## src/sv/intruder_alarm_controller_assert.svh

```systemverilog
`ifndef INTRUDER_ALARM_CONTROLLER_ASSERT_SVH
`define INTRUDER_ALARM_CONTROLLER_ASSERT_SVH

// Checks a condition that must hold in the same cycle as its trigger.
`define IAC_ASSERT_SAME(label, ante, cons, msg) \
  label: assert property (@(posedge clk) disable iff (!rst_n) (ante) |-> (cons)) \
    else $error(msg);

// Checks a condition that must hold in the cycle after its trigger.
`define IAC_ASSERT_NEXT(label, ante, cons, msg) \
  label: assert property (@(posedge clk) disable iff (!rst_n) (ante) |=> (cons)) \
    else $error(msg);

`endif

```

## src/sv/iac_pkg.sv

```systemverilog
package iac_pkg;

  localparam int MODE_W     = 3;
  localparam int HITS_W     = 4;
  localparam int STATE_W    = 3;
  localparam int SECS_W     = 8;
  localparam int EVENT_W    = 3;
  localparam int TRIG_W     = 2;
  localparam int DELAY_W    = 16;
  localparam int NUM_SENSORS = 4;

  localparam int PADDR_W = 3;
  localparam int PDATA_W = 32;

  localparam logic [DELAY_W-1:0] EXIT_DELAY_RESET  = 16'd30000;
  localparam logic [DELAY_W-1:0] ENTRY_DELAY_RESET = 16'd15000;

  // Register byte addresses on the configuration port.
  localparam logic [PADDR_W-1:0] ADDR_EXIT_DELAY  = 3'd0;
  localparam logic [PADDR_W-1:0] ADDR_ENTRY_DELAY = 3'd4;

  typedef enum logic [STATE_W-1:0] {
    ST_OFF    = 3'd0,
    ST_ARMING = 3'd1,
    ST_ARMED  = 3'd2,
    ST_MOTION = 3'd3,
    ST_ALARM  = 3'd4
  } alarm_state_t;

  typedef enum logic [EVENT_W-1:0] {
    EV_NONE     = 3'd0,
    EV_DISARMED = 3'd1,
    EV_ARMING   = 3'd2,
    EV_ARMED    = 3'd3,
    EV_MOTION   = 3'd4,
    EV_ALARM    = 3'd5
  } event_t;

  typedef enum logic [MODE_W-1:0] {
    MODE_TICK        = 3'd0,
    MODE_ARM_DELAYED = 3'd1,
    MODE_ARM_NOW     = 3'd2,
    MODE_DISARM      = 3'd3,
    MODE_STATUS      = 3'd4,
    MODE_SENSORS     = 3'd5
  } mode_t;

endpackage

```

## src/sv/iac_in_if.sv

```systemverilog
interface iac_in_if;
  logic                        valid;
  logic                        ready;
  logic [iac_pkg::MODE_W-1:0]  mode;
  logic [iac_pkg::HITS_W-1:0]  sensor_hits;

  modport source (output valid, output mode, output sensor_hits, input ready);
  modport sink   (input valid, input mode, input sensor_hits, output ready);
endinterface

```

## src/sv/iac_out_if.sv

```systemverilog
interface iac_out_if;
  logic                               valid;
  logic                               ready;
  logic [iac_pkg::STATE_W-1:0]        alarm_state;
  logic                               accepted;
  logic signed [iac_pkg::SECS_W-1:0]  seconds_left;
  logic                               siren_on;
  logic [iac_pkg::EVENT_W-1:0]        event_res;
  logic [iac_pkg::TRIG_W-1:0]         trigger_sensor;

  modport source (output valid, output alarm_state, output accepted, output seconds_left,
                  output siren_on, output event_res, output trigger_sensor, input ready);
  modport sink   (input valid, input alarm_state, input accepted, input seconds_left,
                  input siren_on, input event_res, input trigger_sensor, output ready);
endinterface

```

## src/sv/intruder_alarm_controller.sv

```systemverilog
// Intruder alarm controller with exit and entry delays. Each input beat (a
// millisecond tick, a command, a status query or a sensor hit vector) yields
// exactly one result beat that reports the state after the item. The block
// takes one beat per clock cycle unless the output stalls: the whole update is
// a single combinational pass from the accepted beat into the state registers
// and the output register, so a result is ready in the cycle after its beat is
// taken, and in_if.ready stays high while the output register is empty or
// being read. The exit and entry delays sit at byte addresses 0x0 and 0x4 of
// the APB port and should only be changed while no result is outstanding.
module intruder_alarm_controller (
  input  logic                             clk,
  input  logic                             rst_n,
  iac_in_if.sink                           in_if,
  iac_out_if.source                        out_if,
  input  logic                             psel,
  input  logic                             penable,
  input  logic                             pwrite,
  input  logic [iac_pkg::PADDR_W-1:0]      paddr,
  input  logic [iac_pkg::PDATA_W-1:0]      pwdata,
  output logic [iac_pkg::PDATA_W-1:0]      prdata,
  output logic                             pready
);

  localparam int DW = iac_pkg::DELAY_W;
  localparam logic [iac_pkg::HITS_W-1:0] HIT_MASK =
    iac_pkg::HITS_W'((1 << iac_pkg::NUM_SENSORS) - 1);
  // ceil(2^26 / 1000); exact for every 16-bit dividend.
  localparam logic [16:0] RECIP_1000 = 17'd67109;
  localparam int RECIP_SHIFT = 26;

  iac_pkg::alarm_state_t state_r, state_nxt;
  logic [DW-1:0]         elapsed_r, elapsed_nxt;
  logic [DW-1:0]         exit_delay_r, entry_delay_r;

  logic                          accepted_nxt;
  iac_pkg::event_t               event_nxt;
  logic [iac_pkg::TRIG_W-1:0]    trig_nxt;
  logic [iac_pkg::HITS_W-1:0]    hits;
  logic [DW-1:0]                 elapsed_inc;
  logic                          in_fire;

  logic                          out_valid_r;
  iac_pkg::alarm_state_t         out_state_r;
  logic                          out_accepted_r;
  logic signed [iac_pkg::SECS_W-1:0] out_secs_r, secs_nxt;
  iac_pkg::event_t               out_event_r;
  logic [iac_pkg::TRIG_W-1:0]    out_trig_r;

  logic [DW-1:0]                 delay_sel;
  logic signed [DW:0]            remain;
  logic [DW+16:0]                quot_prod;

  assign in_if.ready = !out_valid_r || out_if.ready;
  assign in_fire     = in_if.valid && in_if.ready;

  // ---------------- configuration port ----------------
  assign pready = 1'b1;

  always_ff @(posedge clk) begin
    if (!rst_n) begin
      exit_delay_r  <= iac_pkg::EXIT_DELAY_RESET;
      entry_delay_r <= iac_pkg::ENTRY_DELAY_RESET;
    end else if (psel && penable && pwrite) begin
      if (paddr[2] == iac_pkg::ADDR_ENTRY_DELAY[2]) begin
        entry_delay_r <= pwdata[DW-1:0];
      end else begin
        exit_delay_r <= pwdata[DW-1:0];
      end
    end
  end

  always_comb begin
    if (paddr[2] == iac_pkg::ADDR_ENTRY_DELAY[2]) begin
      prdata = {{(iac_pkg::PDATA_W-DW){1'b0}}, entry_delay_r};
    end else begin
      prdata = {{(iac_pkg::PDATA_W-DW){1'b0}}, exit_delay_r};
    end
  end

  // ---------------- state machine ----------------
  always_ff @(posedge clk) begin
    if (!rst_n) begin
      state_r   <= iac_pkg::ST_OFF;
      elapsed_r <= '0;
    end else if (in_fire) begin
      state_r   <= state_nxt;
      elapsed_r <= elapsed_nxt;
    end
  end

  assign hits        = in_if.sensor_hits & HIT_MASK;
  assign elapsed_inc = (elapsed_r == {DW{1'b1}}) ? elapsed_r : elapsed_r + 1'b1;

  always_comb begin
    state_nxt    = state_r;
    elapsed_nxt  = elapsed_r;
    accepted_nxt = 1'b0;
    event_nxt    = iac_pkg::EV_NONE;
    trig_nxt     = '0;
    case (in_if.mode)
      iac_pkg::MODE_TICK: begin
        if (state_r == iac_pkg::ST_ARMING) begin
          elapsed_nxt = elapsed_inc;
          if (elapsed_inc >= exit_delay_r) begin
            state_nxt = iac_pkg::ST_ARMED;
            event_nxt = iac_pkg::EV_ARMED;
          end
        end else if (state_r == iac_pkg::ST_MOTION) begin
          elapsed_nxt = elapsed_inc;
          if (elapsed_inc >= entry_delay_r) begin
            state_nxt = iac_pkg::ST_ALARM;
            event_nxt = iac_pkg::EV_ALARM;
          end
        end
      end
      iac_pkg::MODE_ARM_DELAYED: begin
        if (state_r == iac_pkg::ST_OFF) begin
          state_nxt    = iac_pkg::ST_ARMING;
          elapsed_nxt  = '0;
          accepted_nxt = 1'b1;
          event_nxt    = iac_pkg::EV_ARMING;
        end
      end
      iac_pkg::MODE_ARM_NOW: begin
        if (state_r == iac_pkg::ST_OFF || state_r == iac_pkg::ST_ARMING) begin
          state_nxt    = iac_pkg::ST_ARMED;
          accepted_nxt = 1'b1;
          event_nxt    = iac_pkg::EV_ARMED;
        end
      end
      iac_pkg::MODE_DISARM: begin
        if (state_r != iac_pkg::ST_OFF) begin
          state_nxt    = iac_pkg::ST_OFF;
          accepted_nxt = 1'b1;
          event_nxt    = iac_pkg::EV_DISARMED;
        end
      end
      iac_pkg::MODE_SENSORS: begin
        if (state_r == iac_pkg::ST_ARMED && hits != '0) begin
          state_nxt   = iac_pkg::ST_MOTION;
          elapsed_nxt = '0;
          event_nxt   = iac_pkg::EV_MOTION;
          // Lowest set bit wins, so scan from the top down.
          for (int i = iac_pkg::HITS_W - 1; i >= 0; i--) begin
            if (hits[i]) begin
              trig_nxt = iac_pkg::TRIG_W'(i);
            end
          end
        end
      end
      default: begin
        // Status query and the unused modes leave everything as it is.
      end
    endcase
  end

  // ---------------- seconds remaining ----------------
  assign delay_sel = (state_nxt == iac_pkg::ST_ARMING) ? exit_delay_r : entry_delay_r;
  assign remain    = $signed({1'b0, delay_sel}) - $signed({1'b0, elapsed_nxt});
  assign quot_prod = remain[DW-1:0] * RECIP_1000;

  always_comb begin
    if (state_nxt != iac_pkg::ST_ARMING && state_nxt != iac_pkg::ST_MOTION) begin
      secs_nxt = -8'sd1;
    end else if (!remain[DW]) begin
      secs_nxt = $signed(iac_pkg::SECS_W'(quot_prod >> RECIP_SHIFT));
    end else if (remain > -17'sd1000) begin
      secs_nxt = 8'sd0;
    end else begin
      secs_nxt = -8'sd1;
    end
  end

  // ---------------- output register ----------------
  always_ff @(posedge clk) begin
    if (!rst_n) begin
      out_valid_r <= 1'b0;
    end else if (in_fire) begin
      out_valid_r <= 1'b1;
    end else if (out_if.ready) begin
      out_valid_r <= 1'b0;
    end
  end

  always_ff @(posedge clk) begin
    if (in_fire) begin
      out_state_r    <= state_nxt;
      out_accepted_r <= accepted_nxt;
      out_secs_r     <= secs_nxt;
      out_event_r    <= event_nxt;
      out_trig_r     <= trig_nxt;
    end
  end

  assign out_if.valid          = out_valid_r;
  assign out_if.alarm_state    = out_state_r;
  assign out_if.accepted       = out_accepted_r;
  assign out_if.seconds_left   = out_secs_r;
  assign out_if.siren_on       = (out_state_r == iac_pkg::ST_ALARM);
  assign out_if.event_res      = out_event_r;
  assign out_if.trigger_sensor = out_trig_r;

  // ---------------- assertions ----------------
`include "intruder_alarm_controller_assert.svh"

  // A pending result always reports the state the controller is in.
  `IAC_ASSERT_SAME(a_out_matches_state, out_valid_r, out_state_r == state_r, "result state differs from controller state")

  `IAC_ASSERT_NEXT(a_arm_delayed_starts, in_fire && in_if.mode == iac_pkg::MODE_ARM_DELAYED && state_r == iac_pkg::ST_OFF, state_r == iac_pkg::ST_ARMING && elapsed_r == '0, "arm with delay did not start a fresh countdown")

  `IAC_ASSERT_NEXT(a_alarm_holds_on_tick, in_fire && in_if.mode == iac_pkg::MODE_TICK && state_r == iac_pkg::ST_ALARM, state_r == iac_pkg::ST_ALARM && out_event_r == iac_pkg::EV_NONE, "tick changed the alarm state")

endmodule

```

## src/flat_wrapper.sv

```systemverilog
// flat-port wrapper written by rule: the top's interface ports become plain ports
module intruder_alarm_controller_flat 
  (clk, rst_n, psel, penable, pwrite, paddr, pwdata, prdata, pready, in_if_valid, in_if_mode, in_if_sensor_hits, in_if_ready, out_if_valid, out_if_alarm_state, out_if_accepted, out_if_seconds_left, out_if_siren_on, out_if_event_res, out_if_trigger_sensor, out_if_ready);
  iac_in_if in_if_i ();
  iac_out_if out_if_i ();
  input  logic clk;
  input  logic rst_n;
  input  logic psel;
  input  logic penable;
  input  logic pwrite;
  input  logic [iac_pkg::PADDR_W-1:0] paddr;
  input  logic [iac_pkg::PDATA_W-1:0] pwdata;
  output logic [iac_pkg::PDATA_W-1:0] prdata;
  output logic pready;
  input wire logic [$bits(in_if_i.valid)-1:0] in_if_valid;
  input wire logic [$bits(in_if_i.mode)-1:0] in_if_mode;
  input wire logic [$bits(in_if_i.sensor_hits)-1:0] in_if_sensor_hits;
  output wire logic [$bits(in_if_i.ready)-1:0] in_if_ready;
  output wire logic [$bits(out_if_i.valid)-1:0] out_if_valid;
  output wire logic [$bits(out_if_i.alarm_state)-1:0] out_if_alarm_state;
  output wire logic [$bits(out_if_i.accepted)-1:0] out_if_accepted;
  output wire logic [$bits(out_if_i.seconds_left)-1:0] out_if_seconds_left;
  output wire logic [$bits(out_if_i.siren_on)-1:0] out_if_siren_on;
  output wire logic [$bits(out_if_i.event_res)-1:0] out_if_event_res;
  output wire logic [$bits(out_if_i.trigger_sensor)-1:0] out_if_trigger_sensor;
  input wire logic [$bits(out_if_i.ready)-1:0] out_if_ready;
  assign in_if_i.valid = in_if_valid;
  assign in_if_i.mode = in_if_mode;
  assign in_if_i.sensor_hits = in_if_sensor_hits;
  assign in_if_ready = in_if_i.ready;
  assign out_if_valid = out_if_i.valid;
  assign out_if_alarm_state = out_if_i.alarm_state;
  assign out_if_accepted = out_if_i.accepted;
  assign out_if_seconds_left = out_if_i.seconds_left;
  assign out_if_siren_on = out_if_i.siren_on;
  assign out_if_event_res = out_if_i.event_res;
  assign out_if_trigger_sensor = out_if_i.trigger_sensor;
  assign out_if_i.ready = out_if_ready;
  intruder_alarm_controller u_core (.clk(clk), .rst_n(rst_n), .in_if(in_if_i), .out_if(out_if_i), .psel(psel), .penable(penable), .pwrite(pwrite), .paddr(paddr), .pwdata(pwdata), .prdata(prdata), .pready(pready));
endmodule
```

## config.mk

```make
export PLATFORM = sky130hd
export DESIGN_NAME = intruder_alarm_controller_flat
export DESIGN_NICKNAME = d
export VERILOG_FILES = /design/src/sv/iac_pkg.sv /design/src/sv/iac_in_if.sv /design/src/sv/iac_out_if.sv /design/src/sv/intruder_alarm_controller.sv /design/src/flat_wrapper.sv
export VERILOG_INCLUDE_DIRS = /design/src /design/src/sv
export SDC_FILE = /design/constraint.sdc
export NUM_CORES = 1
export LEC_CHECK = 0
export ABC_AREA = 1
export ABC_CLOCK_PERIOD_IN_PS = 15900
export BUFFER_PORTS_ARGS = -buffer_cell sky130_fd_sc_hd__buf_4
export CORE_AREA = 2 2 153 155
export CTS_CLUSTER_SIZE = 25
export DETAILED_ROUTE_END_ITERATION = 8
export DIE_AREA = 0 0 155 157
export PLACE_DENSITY_LB_ADDON = 0.1
export SLEW_MARGIN = 25
export SYNTH_ARGS = -nofsm -noshare
export SYNTH_HDL_FRONTEND = slang
export SYNTH_SLANG_ARGS = --single-unit
```

## constraint.sdc

```tcl
create_clock -name clk -period 15.9 [get_ports clk]
set_input_delay 3.18 -clock clk [delete_from_list [all_inputs] [get_ports clk]]
set_output_delay 3.18 -clock clk [all_outputs]
set_load 0.02 [all_outputs]
```

==> out/results.ini <==
[global_route]
grt_max_degree=35
track_usage_pct=20.9
grtUsageMet3_pct=2.45
antenna_found_initial=0
grt-ovfl-total=0
met2_usage_pct=33.4
top_usage_layer=met2
grt_pass1_vias=7961
grt_pass1_wl_mm=40.5
grtUsageMet1_pct=30.8

[sta]
fin_skew_ps=5.53
tns_ps=0
rsz0062_at_grt=false
tightest_slew_ps=877
relSlewSlack_pct=41.3
drv_slew=0
hold_viol=0
min_period_ps=11450
setup_viol=0
post-route-period-util_pct=72.0
fmax_mhz=87.3
timing.hold.ws_ps=522

[clock_tree]
clock_path_buffers=2
clock_sinks=69
clockRootBuffer=clkbuf_16
post_cts_resized=0
clkTransAtPathRegs_ps=60
htreeDepth=3
cts_tree=built
cts_setup_buffers=0
postCtsHoldBufs=0
clk_latency_ps=340
cts_inserted_buffers=9

[yosys]
synth_area_per_cell_um2=7.32
ys_types=58
synth_area_leaders=ha_1, dfxtp_1, inv_1
ys_seq_elements=69
synthFlopType=dfxtp_1
netlist_instances=1287
synth_area_leader_cell=ha_1
synth.top_cell.area_share_pct=24.6
seq_area_frac_synth_pct=16.5
async_flop_share_pct=0
netlist_area_um2=9430
yosys_warnings=0
synth_edf_count=17

[die]
die_area_um2=24300
initial_core_util_pct=41.9
die_height_um=157
die_x_um=155
ioPinCount=102
rows=55
core_um2=22500

[worst_setup_path]
end_kind=register
critical_path.startpoint=in_if_mode[0]
critPathTopFamily=adder cells
slowest_delay_ps=570
cpMaxStageDelayCell=nor3_4
crit_path_end=u_core.out_if.seconds_left[5]
r2r_cells=53
cp.required_ps=15990
critPathArrivalTime_ps=11540
worstSetupStartpointType=input port
crit-reg2reg-launch=u_core.elapsed_r[0]
cp.depth=41
worstPathBufferInverterCount=8
critical_path_class=in2reg
ff2ff_setup_slack_ps=5490
r2r_end=u_core.out_if.seconds_left[5]
worst-path-max-fanout=18

[finish]
layout_commonest_cell=inv_1
final_cell_mix=inv_1, nand2_1, ha_1, a21oi_1, o21ai_0
fin_nets=1613
drive_above_1_share_pct=10.4
fillers=2344
antenna_cells=0
synthToLayoutAreaGrowth_pct=10.7
utilization_pct=46.4

[drt]
vias_per_cell=5.14
wl_per_cell_um=15.2
drc=0
vias=8369
drt-initial-drc-count=454
dr.pass1.iters=5
wl_mm=24.7
antenna_left=0

[run]
drv_cap=0

[placed_design]
place_hpwl_mm=20.5
globalplace.congestion=0.883
numPortBuffers=66

[outcome]
status=completed

[hold_path]
hp-start=u_core.out_if.valid
hold_path.class=reg2reg

-- worst reg2reg max path, delay by kind of cell (launching register included) --
family          cells  cell delay (ps)
compound gates      7             1330
simple gates       26             3340
flops               1              430
fa+ha+maj          10             3600
buf+inv             8              630
xor+xnor            2              810
-- through the flow --
step	instance area, um2	cells	setup slack (ps)
floorplan	9480	1302	6130
global placement	10100	1613	4140
detailed placement	10100	1613	4090
CTS	10400	1629	4410
global route	10400	1629	3760
finish	10400	1629	4450
-- cell usage after synthesis, types with 8 or more instances --
library cell / count
nor3_1: 13
edfxtp_1: 17
o21ai_1: 21
clkbuf_1: 17
o21bai_1: 22
inv_2: 13
nor2_1: 50
inv_1: 228
buf_4: 18
nand4_1: 18
a21oi_1: 117
nor2_2: 8
fa_1: 40
dfxtp_1: 52
o21ai_0: 100
xor2_1: 22
nand2_1: 227
nand2_2: 14
ha_1: 185
nand3_1: 43
-- worst min-delay path by stage --
stage,endpoint,slack [ps],cells past startpoint
after global routing,u_core.exit_delay_r[9],540,2
final,u_core.out_if.valid,520,2
after detailed placement,u_core.exit_delay_r[11],510,2
after floorplan,u_core.entry_delay_r[10],460,2
after CTS,u_core.exit_delay_r[1],520,2
after global placement,u_core.exit_delay_r[11],510,2
-- kinds of logic (layout without fill, tap and decap cells) --
| kind of cell | count (synthesis) | in the layout | share of synthesized area [%] |
|---|---|---|---|
| other | 2 | 17 | 0.0797 |
| adders and majority gates | 225 | 225 | 33.1 |
| buffers and inverters | 284 | 326 | 12.3 |
| AOI/OAI and AO/OA | 285 | 285 | 16.4 |
| and+or+nand+nor | 397 | 397 | 19.3 |
| xor gates and xnor gates | 25 | 25 | 2.32 |
| DFF | 69 | 69 | 16.5 |
-- area by class of cell --
cell class	instances	area [um2]	share of cell area (%)
multi-input cells	949	6770	64.9
well taps	285	357	3.42
inverters	241	905	8.67
flip-flops and latches	69	1550	14.9
clock buffers	11	254	2.43
clock inverters	5	80.1	0.768
repair buffers	69	518	4.97
-- routing by layer --
layer  part of all wire [%]  routed length [um]  up-vias
met5                      0                   0        -
met4                   0.51                 125        0
met3                    4.0                 990       10
met2                     44               10900      166
met1                     52               12800     3885
li1                       -                   -     4308
-- sequential cells by signal, summed over array words and instances (netlist names), 2 cells and up --
name,cells
u_core.out_if.seconds_left,8
u_core.out_if.alarm_state,3
u_core.entry_delay_r,16
u_core.elapsed_r,16
u_core.out_if.trigger_sensor,2
u_core.state_r,3
u_core.exit_delay_r,16
u_core.out_if.event_res,3
Power is not shown: default switching activity piles up to over one toggle a cycle in this logic, so the estimate is an artifact.
